[src/design/mvt_pkg.sv]
// ----------------------------------------------------------------------------
// mvt_pkg
// shared types and constants of the matrix vector transform unit
// ----------------------------------------------------------------------------
`timescale 1ns / 1ps

package mvt_pkg;

  localparam int WORD_BITS     = 32;
  localparam int DIM           = 4;
  localparam int ENTRIES       = DIM * DIM;
  localparam int INDEX_BITS    = 4;
  localparam int IN_FIELD_BITS = INDEX_BITS + (DIM + 1) * WORD_BITS;
  localparam int IN_DATA_BITS  = ((IN_FIELD_BITS + 7) / 8) * 8;
  localparam int OUT_DATA_BITS = DIM * WORD_BITS;

  typedef logic signed [WORD_BITS-1:0] word_t;
  typedef word_t [DIM-1:0]             vec_t;
  typedef word_t [ENTRIES-1:0]         mat_t;

  localparam word_t WORD_MAX = {1'b0, {(WORD_BITS - 1){1'b1}}};
  localparam word_t WORD_MIN = {1'b1, {(WORD_BITS - 1){1'b0}}};

  typedef enum logic {
    OP_LOAD  = 1'b0,
    OP_XFORM = 1'b1
  } opcode_t;

  typedef struct packed {
    logic                  en;
    logic [INDEX_BITS-1:0] index;
    word_t                 value;
  } entry_wr_t;

endpackage

[src/design/mvt_matrix_store.sv]
// ----------------------------------------------------------------------------
// mvt_matrix_store
// sixteen row-major matrix entries, cleared at reset, one write per cycle
// ----------------------------------------------------------------------------
`timescale 1ns / 1ps

module mvt_matrix_store (
  input  logic              clk,
  input  logic              rst,
  input  mvt_pkg::entry_wr_t wr,
  output mvt_pkg::mat_t     entries
);

  always_ff @(posedge clk) begin
    if (rst) begin
      entries <= '0;
    end else if (wr.en) begin
      entries[wr.index] <= wr.value;
    end
  end

endmodule

[config.mk]
export PLATFORM = sky130hd
export DESIGN_NAME = mvt_matrix_store
export DESIGN_NICKNAME = d
export VERILOG_FILES = /design/src/design/mvt_pkg.sv /design/src/design/mvt_matrix_store.sv
export SDC_FILE = /design/constraint.sdc
export NUM_CORES = 1
export LEC_CHECK = 0
export ABC_AREA = 1
export BUFFER_PORTS_ARGS = -buffer_cell sky130_fd_sc_hd__buf_2
export CAP_MARGIN = 40
export CORE_UTILIZATION = 40
export CTS_CLUSTER_DIAMETER = 50
export DETAILED_ROUTE_END_ITERATION = 10
export PLACE_DENSITY = 0.64
export SLEW_MARGIN = 25
export SYNTH_ARGS = -nofsm -noshare
export SYNTH_HDL_FRONTEND = slang
export SYNTH_SLANG_ARGS = --single-unit
[constraint.sdc]
create_clock -name clk -period 1.2 [get_ports clk]
set_input_delay 0.24 -clock clk [delete_from_list [all_inputs] [get_ports clk]]
set_output_delay 0.24 -clock clk [all_outputs]
set_load 0.1 [all_outputs]
Word level (Yosys, flattened, before mapping) --
Index checks and enable logic that the tools add are counted.
Operators by class: $lt $le $gt $ge 2, muxes and demuxes 3, reduce and logical (&&, ||, !) cells 1
Operators by type and width (count):
- 512-bit bitwise mux | 1
- 32-bit demux with 4-bit select | 1
- 32-bit two-way mux | 1
- 4-bit by 5-bit < comparator with 1-bit output, second input constant | 1
- 4-bit by 1-bit >= comparator with 1-bit output, second input constant | 1
- 1-bit logical AND | 1
Storage, ports and cells: register bits 512, bits of input ports 39, output and inout bits 512, word-level logic and storage cells 22

Depth between registers and ports, before layout --
depth in word-level cells 5, depth in mapped cells 7, depth with buffers taken out 6

Worst setup path after synthesis --
OpenSTA, ideal clock, no wires.
kind input port to flip-flop, from input wr[36] in the netlist's numbering, to register entries[129] in the netlist's numbering, setup time 0.117 ns, arrival time 1.173 ns, data required time 1.083 ns, setup slack -0.089 ns, cell stages on the path 6, buffers on the path 3, cell sequence buf_2 buf_1 buf_1 nand4_1 nand2_1 nor2_1
RTL lines:
- from (decl) | RTL line mvt_matrix_store.sv:10 | input mvt_pkg::entry_wr_t wr,
- to (signal, indexed assignment) | RTL line mvt_matrix_store.sv:18 | entries[wr.index] <= wr.value;
- to (decl) | RTL line mvt_matrix_store.sv:11 | output mvt_pkg::mat_t entries

Worst setup path in the final report --
from register entries[147] in the netlist's numbering, to output entries[147] in the netlist's numbering
No word-level cell between the ends.

==> Implementation_results.wiki <==
{| class="wikitable"
! Metric !! Value
|-
| Reg with most FFs || entries
|-
| Slowest Stage Delay on Critical Path || 0.37 ns
|-
| Simple-gate area share of the yosys netlist || 41.1%
|-
| Vertical die dimension || 223 um
|-
| Antenna Nets Post-Route || 0
|-
| Post-route setup slack || -0.205 ns
|-
| Crit. Startpoint || entries[147]$_SDFFE_PP0P_
|-
| Worst Skew || 0 ns
|-
| Fillers || 3127
|-
| Sort of element at the start of the critical path || flop
|-
| Max FFs per register || 512
|-
| Total power per unit cell area || 1220 nW/um2
|-
| Count of cells along the worst register-to-register path || 4
|-
| Post-synthesis instance area || 19500 um2
|-
| CTS root buffer || clkbuf_16
|-
| CP required || 0.96 ns
|-
| Area Growth Syn to Fin || 80.8%
|-
| Critical path buffer and inverter count || 1
|-
| Final count of negative-setup-slack endpoints || 512
|-
| Initial antenna violation count || 2
|-
| Sequential cell area || 11100 um2
|-
| Setup slack after placement || -0.318 ns
|-
| Clk_lat worst skew || 0.60 ns
|-
| TritonCTS clock tree || built
|-
| Total CTS buffers || 56
|-
| Number of cells on the worst hold path || 7
|-
| Synthesized-area fraction occupied by adder cells || 0%
|-
| Number of clock sinks || 512
|-
| Clock transition at the registers of the reported paths || 0.06 ns
|-
| Share of the synthesized area in compound gates (AO/OA/AOI/OAI) || 0%
|-
| Maximum clock frequency || 0.712 GHz
|-
| Layout Cells excl Fill || 4151
|-
| Xor/xnor cell area share of the yosys netlist || 0%
|-
| Std cell rows || 80
|-
| RSZ-0062 raised after global routing || true
|-
| Number of cells produced by synthesis || 2889
|-
| Run status || finished, violations left
|-
| Width of the die || 223 um
|-
| Category of the critical setup timing path || reg2out
|-
| Pleak || 15.1 nW
|-
| Number of warnings issued by yosys || 0
|-
| Pin slew with the least headroom to its limit || 0.419 ns
|-
| Full die area || 49600 um2
|-
| Final total negative setup slack || -86.34 ns
|-
| Routability-driven placement congestion ratio || 0.821
|-
| Placeable Area || 47800 um2
|-
| Max-cap violations || 0
|-
| Launching point of the worst reg2reg path || entries[277]$_SDFFE_PP0P_
|-
| Flip-flop and latch count after synthesis || 512
|-
| Global route overflow || 0
|-
| Cell-by-cell listing of the critical path || buf_12
|-
| Wire length of the first global-routing pass || 110 mm
|-
| Syn nets || 2928
|-
| Worst endpoint data arrival time || 1.17 ns
|-
| Number of I/O pins || 551
|-
| Total Power Consumption || 42.9 mW
|-
| Detail Placement HPWL || 49.5 mm
|-
| Reg-to-Reg End || entries[277]$_SDFFE_PP0P_
|-
| Type of the most critical hold path || in2reg
|-
| Worst ir drop on vdd || 0.00171 V
|-
| Max-Slew Margin vs Limit || 72.1%
|-
| Via density per instance || 4.85
|-
| Critical Path Sink Type || output port
|-
| Dominant combinational cell family by area after synthesis || simple AND/OR/NAND/NOR gates
|-
| Cell family with most CP delay || flip-flops
|-
| Initial cell density of the core || 40.7%
|-
| Global-route total usage across every layer || 28.5%
|-
| Total length of routed wires || 73.1 mm
|-
| Fraction of layout cells with a size suffix above 1 || 37.8%
|-
| Top flop regs || entries: 512 flops
|-
| Number of cells after detailed placement || 3983
|-
| Maximum count of clock buffers along a single path || 3
|-
| Number of detailed-route iterations in the first pass || 7
|-
| Crit share post-route || 117%
|-
| Mux contribution to synthesized area || 0%
|-
| H-Tree Level Count || 2
|-
| Vias in the first global route || 19100
|-
| Clock period minus worst slack || 1.41 ns
|-
| Largest fanout on the critical path || 2
|-
| Wire length per cell after detailed routing || 17.6 um
|-
| DRC violations left || 0
|-
| Pins over their slew limit || 0
|-
| Buffers added on ports || 550
|-
| Drt initial violations || 1396
|-
| Largest net degree at the start of global routing || 75
|-
| Setup slack of the worst register-to-register path || 0.34 ns
|-
| Hold endpoint || entries[31]$_SDFFE_PP0P_
|-
| Total via count in the routed design || 20100
|-
| Post-synthesis area per instance || 6.74 um2
|-
| Total number of nets in the final design || 3530
|-
| Cell type of the slowest stage on the worst timing path || dfxtp_2
|-
| Core utilization of the finished layout || 73.6%
|-
| Post-synthesis cell type count || 12
|-
| Startpoint of the tightest hold check path || wr[34]
|-
| Final hold violation count || 0
|-
| Violated checks || setup timing
|-
| Combined area of the multi-input logic cells || 8100 um2
|-
| Sequential fraction of the synthesis area || 52.6%
|}
## layout make-up
type                       instances  share of cell area (%)
inverter                         102                    1.11
antenna                            3                  0.0213
clock buffer                      78                    4.59
clock inverter                    22                   0.870
timing repair buffer             743                    36.8
sequential                       512                    31.4
tap                              615                    2.18
multi-input combinational       2076                    23.0
## power breakdown
part	internal [mW]	switching [mW]
Clock	10.9	7.11
Combinational	2.48	4.67
Sequential	17.3	0.419
Total	30.7	12.2
## how the worst max path moves through the flow
| stage | cells after the start | endpoint |
|---|---|---|
| after global placement | 9 | entries[367]$_SDFFE_PP0P_ |
| after detailed placement | 8 | entries[128]$_SDFFE_PP0P_ |
| after global routing | 1 | entries[156] |
| after floorplan | 7 | entries[183]$_SDFFE_PP0P_ |
| final | 1 | entries[147] |
| after CTS | 1 | entries[147] |
## metrics by stage
stage	hold WS [ns]	instance area, um2
2_1_floorplan	0.375	19700
3_5_place_dp	0.496	32000
6_report	0.270	35200
3_3_place_gp	0.490	32000
5_1_grt	0.284	35200
4_1_cts	0.208	34900
## cell usage in the layout (no fill, tap or decap), drive strengths merged
| cell | n |
|---|---|
| clkinvlp | 3 |
| dfxtp | 512 |
| inv | 104 |
| nand4 | 64 |
| clkbuf | 79 |
| clkinv | 10 |
| nand3 | 6 |
| diode | 3 |
| bufinv | 7 |
| dlygate4sd3 | 33 |
| buf | 709 |
| nor2 | 1042 |
| nand2 | 964 |
## per-layer routing
| layer | vias up | share of wire [%] | track usage (%) |
|---|---|---|---|
| met5 | - | 0 | 0 |
| met4 | 0 | 4.1 | 12.9 |
| met3 | 158 | 9.1 | 9.26 |
| met2 | 809 | 47 | 46.8 |
| met1 | 9352 | 40 | 33.8 |
| li1 | 9816 | - | - |
## repair_timing
action / CTS / global route
setup buffers: 13 / 18
endpoints found under the setup margin: 512 / 514
gates cloned: 0 / 1
hold endpoints to repair: 71 / 0
hold buffers: 33 / 0
gates resized for setup: 416 / 47
## logic make-up after synthesis
| kind of cell | Yosys count |
|---|---|
| simple gates | 2076 |
| flops | 512 |
| buf+inv | 301 |
## cell usage after synthesis (all sizes together)
cell    count  share of area (%)
buf       126                2.9
dfxtp     512                 53
clkbuf     73                1.4
nand3       6               0.23
inv       102                2.0
nor2     1042                 20
nand2     964                 19
nand4      64                2.1
Note: power is estimated with default switching activity, not from simulation.
