**config.mk**
```make
export PLATFORM = sky130hd
export DESIGN_NAME = mvt_row_adder
export DESIGN_NICKNAME = d
export VERILOG_FILES = /design/src/design/mvt_pkg.sv /design/src/design/mvt_row_adder.sv
export SDC_FILE = /design/constraint.sdc
export NUM_CORES = 2
export LEC_CHECK = 0
export ABC_AREA = 1
export BUFFER_PORTS_ARGS = -buffer_cell sky130_fd_sc_hd__clkbuf_2
export CORE_UTILIZATION = 40
export CTS_BUF_LIST = sky130_fd_sc_hd__clkbuf_4
export DETAILED_ROUTE_END_ITERATION = 8
export GPL_ROUTABILITY_DRIVEN = 0
export PLACE_DENSITY = 0.7
export SYNTH_ARGS = -nofsm -noshare
export SYNTH_HDL_FRONTEND = slang
export SYNTH_SLANG_ARGS = --single-unit
```
**constraint.sdc**
```tcl
create_clock -name clk -period 12 [get_ports clk]
set_input_delay 1.2 -clock clk [delete_from_list [all_inputs] [get_ports clk]]
set_output_delay 1.2 -clock clk [all_outputs]
set_load 0.005 [all_outputs]
```
**src/design/mvt_pkg.sv**
```systemverilog
// ----------------------------------------------------------------------------
// mvt_pkg
// shared types and constants of the matrix vector transform unit
// ----------------------------------------------------------------------------
`timescale 1ns / 1ps

package mvt_pkg;

  localparam int WORD_BITS     = 32;
  localparam int DIM           = 4;
  localparam int ENTRIES       = DIM * DIM;
  localparam int INDEX_BITS    = 4;
  localparam int IN_FIELD_BITS = INDEX_BITS + (DIM + 1) * WORD_BITS;
  localparam int IN_DATA_BITS  = ((IN_FIELD_BITS + 7) / 8) * 8;
  localparam int OUT_DATA_BITS = DIM * WORD_BITS;

  typedef logic signed [WORD_BITS-1:0] word_t;
  typedef word_t [DIM-1:0]             vec_t;
  typedef word_t [ENTRIES-1:0]         mat_t;

  localparam word_t WORD_MAX = {1'b0, {(WORD_BITS - 1){1'b1}}};
  localparam word_t WORD_MIN = {1'b1, {(WORD_BITS - 1){1'b0}}};

  typedef enum logic {
    OP_LOAD  = 1'b0,
    OP_XFORM = 1'b1
  } opcode_t;

  typedef struct packed {
    logic                  en;
    logic [INDEX_BITS-1:0] index;
    word_t                 value;
  } entry_wr_t;

endpackage

```
**src/design/mvt_row_adder.sv**
```systemverilog
// ----------------------------------------------------------------------------
// mvt_row_adder
// registered adder tree over each row of products, then saturation to a word
// ----------------------------------------------------------------------------
`timescale 1ns / 1ps

module mvt_row_adder #(
  parameter  int FRAC_BITS = 16,
  localparam int PROD_BITS = 2 * mvt_pkg::WORD_BITS - FRAC_BITS
) (
  input  logic                        clk,
  input  logic                        rst,
  input  logic                        in_valid,
  output logic                        in_ready,
  input  logic signed [PROD_BITS-1:0] prod [mvt_pkg::ENTRIES],
  output logic                        out_valid,
  input  logic                        out_ready,
  output mvt_pkg::vec_t               result
);

  localparam int PAIR_BITS = PROD_BITS + 1;
  localparam int SUM_BITS  = PROD_BITS + 2;
  localparam int PAIRS     = mvt_pkg::ENTRIES / 2;
  localparam int WB        = mvt_pkg::WORD_BITS;

  logic                        pair_valid;
  logic                        sum_valid;
  logic                        out_rdy;
  logic                        sum_rdy;
  logic signed [PAIR_BITS-1:0] pair [PAIRS];
  logic signed [SUM_BITS-1:0]  row_sum [mvt_pkg::DIM];
  mvt_pkg::vec_t               sat;

  assign out_rdy  = !out_valid || out_ready;
  assign sum_rdy  = !sum_valid || out_rdy;
  assign in_ready = !pair_valid || sum_rdy;

  always_ff @(posedge clk) begin
    if (rst) begin
      pair_valid <= 1'b0;
      sum_valid  <= 1'b0;
      out_valid  <= 1'b0;
    end else begin
      if (in_ready) begin
        pair_valid <= in_valid;
      end
      if (sum_rdy) begin
        sum_valid <= pair_valid;
      end
      if (out_rdy) begin
        out_valid <= sum_valid;
      end
    end
  end

  // first level, two products per row half
  always_ff @(posedge clk) begin
    if (in_valid && in_ready) begin
      for (int i = 0; i < PAIRS; i++) begin
        pair[i] <= PAIR_BITS'(prod[2 * i]) + PAIR_BITS'(prod[2 * i + 1]);
      end
    end
  end

  // second level, full row sums
  always_ff @(posedge clk) begin
    if (pair_valid && sum_rdy) begin
      for (int r = 0; r < mvt_pkg::DIM; r++) begin
        row_sum[r] <= SUM_BITS'(pair[2 * r]) + SUM_BITS'(pair[2 * r + 1]);
      end
    end
  end

  // clamp to the signed word range
  always_comb begin
    for (int r = 0; r < mvt_pkg::DIM; r++) begin
      if ((&row_sum[r][SUM_BITS-1:WB-1]) || !(|row_sum[r][SUM_BITS-1:WB-1])) begin
        sat[r] = row_sum[r][WB-1:0];
      end else if (row_sum[r][SUM_BITS-1]) begin
        sat[r] = mvt_pkg::WORD_MIN;
      end else begin
        sat[r] = mvt_pkg::WORD_MAX;
      end
    end
  end

  always_ff @(posedge clk) begin
    if (sum_valid && out_rdy) begin
      result <= sat;
    end
  end

endmodule

```
After elaboration in Yosys (flattened, before gate mapping) --
Memory sizes are Yosys's and may differ from the RTL's. Cells that the tools add are included.
Word-level totals: bits in registers 131, RAM bits 592, output and inout bits 130, logic and storage cells 58, memories 2
Memories:
- pair | depth 8, width 49, rd ports 8, clocked after memory_dff 0, write ports 8, line mvt_row_adder.sv:30 | logic signed [PAIR_BITS-1:0] pair [PAIRS];
- row_sum | depth 4, width 50, rd ports 4, clocked after memory_dff 0, write ports 4, line mvt_row_adder.sv:31 | logic signed [SUM_BITS-1:0] row_sum [mvt_pkg::DIM];
Operators by class: add/sub/neg operators 12, muxes and demuxes 12, reductions and logical operators 25
Operators by type and width (count):
- $add 48x48->49 | 8
- $mux 32 | 8
- $add 49x49->50 | 4
- $reduce_and 19->1 | 4
- $reduce_or 19->1 | 4
- $logic_not 1->1 | 7
- $logic_or 1x1->1 | 7
- $mux 1 | 4
- $logic_and 1x1->1 | 3

Longest topological paths before layout --
word-level depth 7, gate-level depth with buffers 14

Worst setup path before layout --
OpenSTA, ideal clock, no wires.
path kind input -> register, start point in out_ready, end point mem pair[0][0] (netlist name) (enable), arrival 9.097 ns, required time 11.258 ns, setup slack 2.160 ns, stages 6, path buffers 0, path through inv_1 nand2_1 nor2_1 nand2_1 nand2_1 inv_1
RTL lines:
- start, declared | line mvt_row_adder.sv:17 | input logic out_ready,
- end, declared | line mvt_row_adder.sv:30

==> impl_metrics.json <==
{
  "end_kind": "flip-flop",
  "fin_skew_ns": 0.0965,
  "vias_per_cell": 5.00,
  "synth-xor-area-share_pct": 4.41,
  "yosysSeqAreaShare_pct": 30.4,
  "rsz0062_at_grt": "false",
  "tritoncts": "built",
  "synthSimpleGateAreaFrac_pct": 37.9,
  "root_buffer": "clkbuf_4",
  "violations": "DRC",
  "setup_violations": 0,
  "die-area_um2": 180000,
  "cellLeakagePower_uw": 0.0447,
  "crit_buf_inv": 4,
  "synth-adder-area-share_pct": 10.5,
  "grt-ovfl-total": 0,
  "clock-sinks": 723,
  "post-route-min-period_ns": 3.55,
  "ys_ff_latch": 723,
  "first_global_vias": 66400,
  "worst_pin_slew_ns": 1.08,
  "synth_area_um2": 71300,
  "syn_inst": 11200,
  "post-cts-setup-buffers": 0,
  "syn_to_final_growth_pct": 13.6,
  "cts-resized-gates": 0,
  "cp_slowest_stage_delay_ns": 0.95,
  "slew_headroom_pct": 28.1,
  "first_iter_violations": 7702,
  "final_max_slew_viol_count": 0,
  "clock_latency_ns": 1.25,
  "synth_flop_cell": "edfxtp_1",
  "cts_buffers": 191,
  "clk_pin_slew_worst_paths_ns": 0.06,
  "drive_above_1_share_pct": 10.8,
  "critPathRequiredTime_ns": 12.77,
  "nNetsFinal": 13600,
  "status": "finished, violations left",
  "async_flop_share_pct": 0,
  "yosysUniqueCellTypes": 35,
  "gr-usage-all-layers_pct": 27.3,
  "grt_pass1_wl_um": 377000,
  "cap_violations": 0,
  "cp_cell_sequence": "inv_1 -> nor2_1 -> nand2_1 -> nand2_1 -> inv_8 -> buf_4 -> buf_4",
  "setup_tns_ns": 0,
  "final_area_um2": 81000,
  "coreArea_um2": 177000,
  "synth_edf_count": 720,
  "ir_drop_mv": 0.0893,
  "synth.mux.area_fraction_pct": 0,
  "port_buffers": 901,
  "cts-htree-levels": 4,
  "syn-num-nets": 12500,
  "synth_area_leaders": "edfxtp_1, nand2_1, inv_1, ha_1, nor2_1",
  "fin_crit_sh_pct": 29.6,
  "ctsHoldBuffers": 0,
  "yosysTopAreaCellShare_pct": 30.3,
  "row_count": 154,
  "dieWidth_um": 424,
  "ctsLongestPathBuffers": 3,
  "startpoint_type": "flip-flop",
  "cp_slowest_cell": "buf_4",
  "drc": 39,
  "synth_area_per_cell_um2": 6.39,
  "ant_nets": 0,
  "synth_top_cell_by_area": "edfxtp_1",
  "hpwlAfterDp_um": 219000,
  "placedInstanceArea_um2": 78700,
  "floorplan.initialDensity_pct": 40.4,
  "synth_compound_area_share_pct": 5.12,
  "holdCritPathClass": "in2reg",
  "grt_max_degree": 148,
  "drt_wl_total_um": 253000,
  "path_max_fanout": 90,
  "critical_path_class": "reg2reg",
  "arrival_ns": 4.32,
  "first_pass_iters": 9,
  "hold_viol": 0,
  "synth_top_family_by_area": "simple AND/OR/NAND/NOR gates",
  "cp_top_family": "buffers and inverters",
  "post_drt_wl_per_cell_um": 17.2,
  "fmax_ghz": 0.282,
  "p_per_area_nw_per_um2": 120,
  "vias": 73700,
  "ios": 902,
  "die_h_um": 424,
  "antenna_found_initial": 26,
  "yosysWarnings": 0
}
## sequential cells by signal, summed over array words and instances (netlist names)
name	flops
row_sum	200
out_valid	1
sum_valid	1
pair	392
result	128
pair_valid	1
## worst paths after layout
path                  from     endpoint  slack (ns)  cells past startpoint
max              sum_valid  pair[1][13]        8.45                      7
min reg2reg  row_sum[0][3]    result[3]        0.50                      2
max reg2reg      sum_valid  pair[1][13]        8.45                      7
min                    rst    out_valid        0.22                      2
## cell families (layout without fill, tap and decap cells)
family | count (synthesis) | count (layout)
other | 0 | 13
and+or+nand+nor | 6613 | 6613
xor gates and xnor gates | 359 | 359
DFF | 723 | 723
AOI/OAI and AO/OA | 667 | 667
adders and majority gates | 592 | 592
buffers and inverters | 2211 | 3417
## cell usage in the layout (no fill, tap or decap), types with 39 or more instances in the layout
| master | synthesis | layout |
|---|---|---|
| nand3b_1 | 102 | 102 |
| nor3_1 | 102 | 102 |
| nand3_1 | 442 | 442 |
| clkinv_1 | 4 | 40 |
| o21bai_1 | 74 | 74 |
| xor2_1 | 340 | 340 |
| a21oi_1 | 422 | 421 |
| nor3_2 | 51 | 51 |
| nor2_2 | 39 | 39 |
| and2_1 | 49 | 49 |
| ha_1 | 580 | 580 |
| nor2_1 | 1002 | 1002 |
| inv_1 | 2153 | 2151 |
| edfxtp_1 | 720 | 720 |
| nand4_1 | 165 | 165 |
| nand2_1 | 4600 | 4600 |
| clkbuf_2 | 0 | 901 |
| o21ai_0 | 108 | 108 |
| clkbuf_4 | 0 | 263 |
## layer usage
layer	routed length, um	track usage, %	vias to the layer above	share of wire (%)
li1	-	-	37000	-
met1	106000	36.0	32500	42
met2	107000	41.6	3529	42
met3	25700	5.54	638	10
met4	14700	15.4	20	5.8
met5	172	0	-	0.068
## Yosys cell counts (74+ instances only)
master,count
nor3_1,102
nand4_1,165
edfxtp_1,720
ha_1,580
o21ai_0,108
nand3b_1,102
nor2_1,1002
o21bai_1,74
a21oi_1,422
nand2_1,4600
xor2_1,340
inv_1,2153
nand3_1,442
## per-stage QoR
step	power, uW	setup WS (ns)	hold WS [ns]	cells	utilization [%]
2_1_floorplan	6160	2.16	0.450	11200	-
3_3_place_gp	7520	7.46	0.491	14400	44.5
3_5_place_dp	7550	7.47	0.495	14400	44.5
4_1_cts	9680	8.41	0.00484	14700	45.8
5_1_grt	10300	8.21	0.0836	14700	45.8
6_report	9710	8.45	0.221	14700	45.9
## power by group
part,internal (uW),switching (uW)
Clock,1040,1060
Combinational,1320,2820
Sequential,3300,174
## layout make-up
class / count / area (um2)
repair buffers: 907 / 4570
fillers: 18500 / 95700
well taps: 2340 / 2930
flip-flops and latches: 723 / 21700
multi-input cells: 8231 / 41300
clock inverters: 64 / 324
diodes: 13 / 32.5
clock buffers: 263 / 1970
inverters: 2183 / 8210
Power figures use the tool's default switching activity.
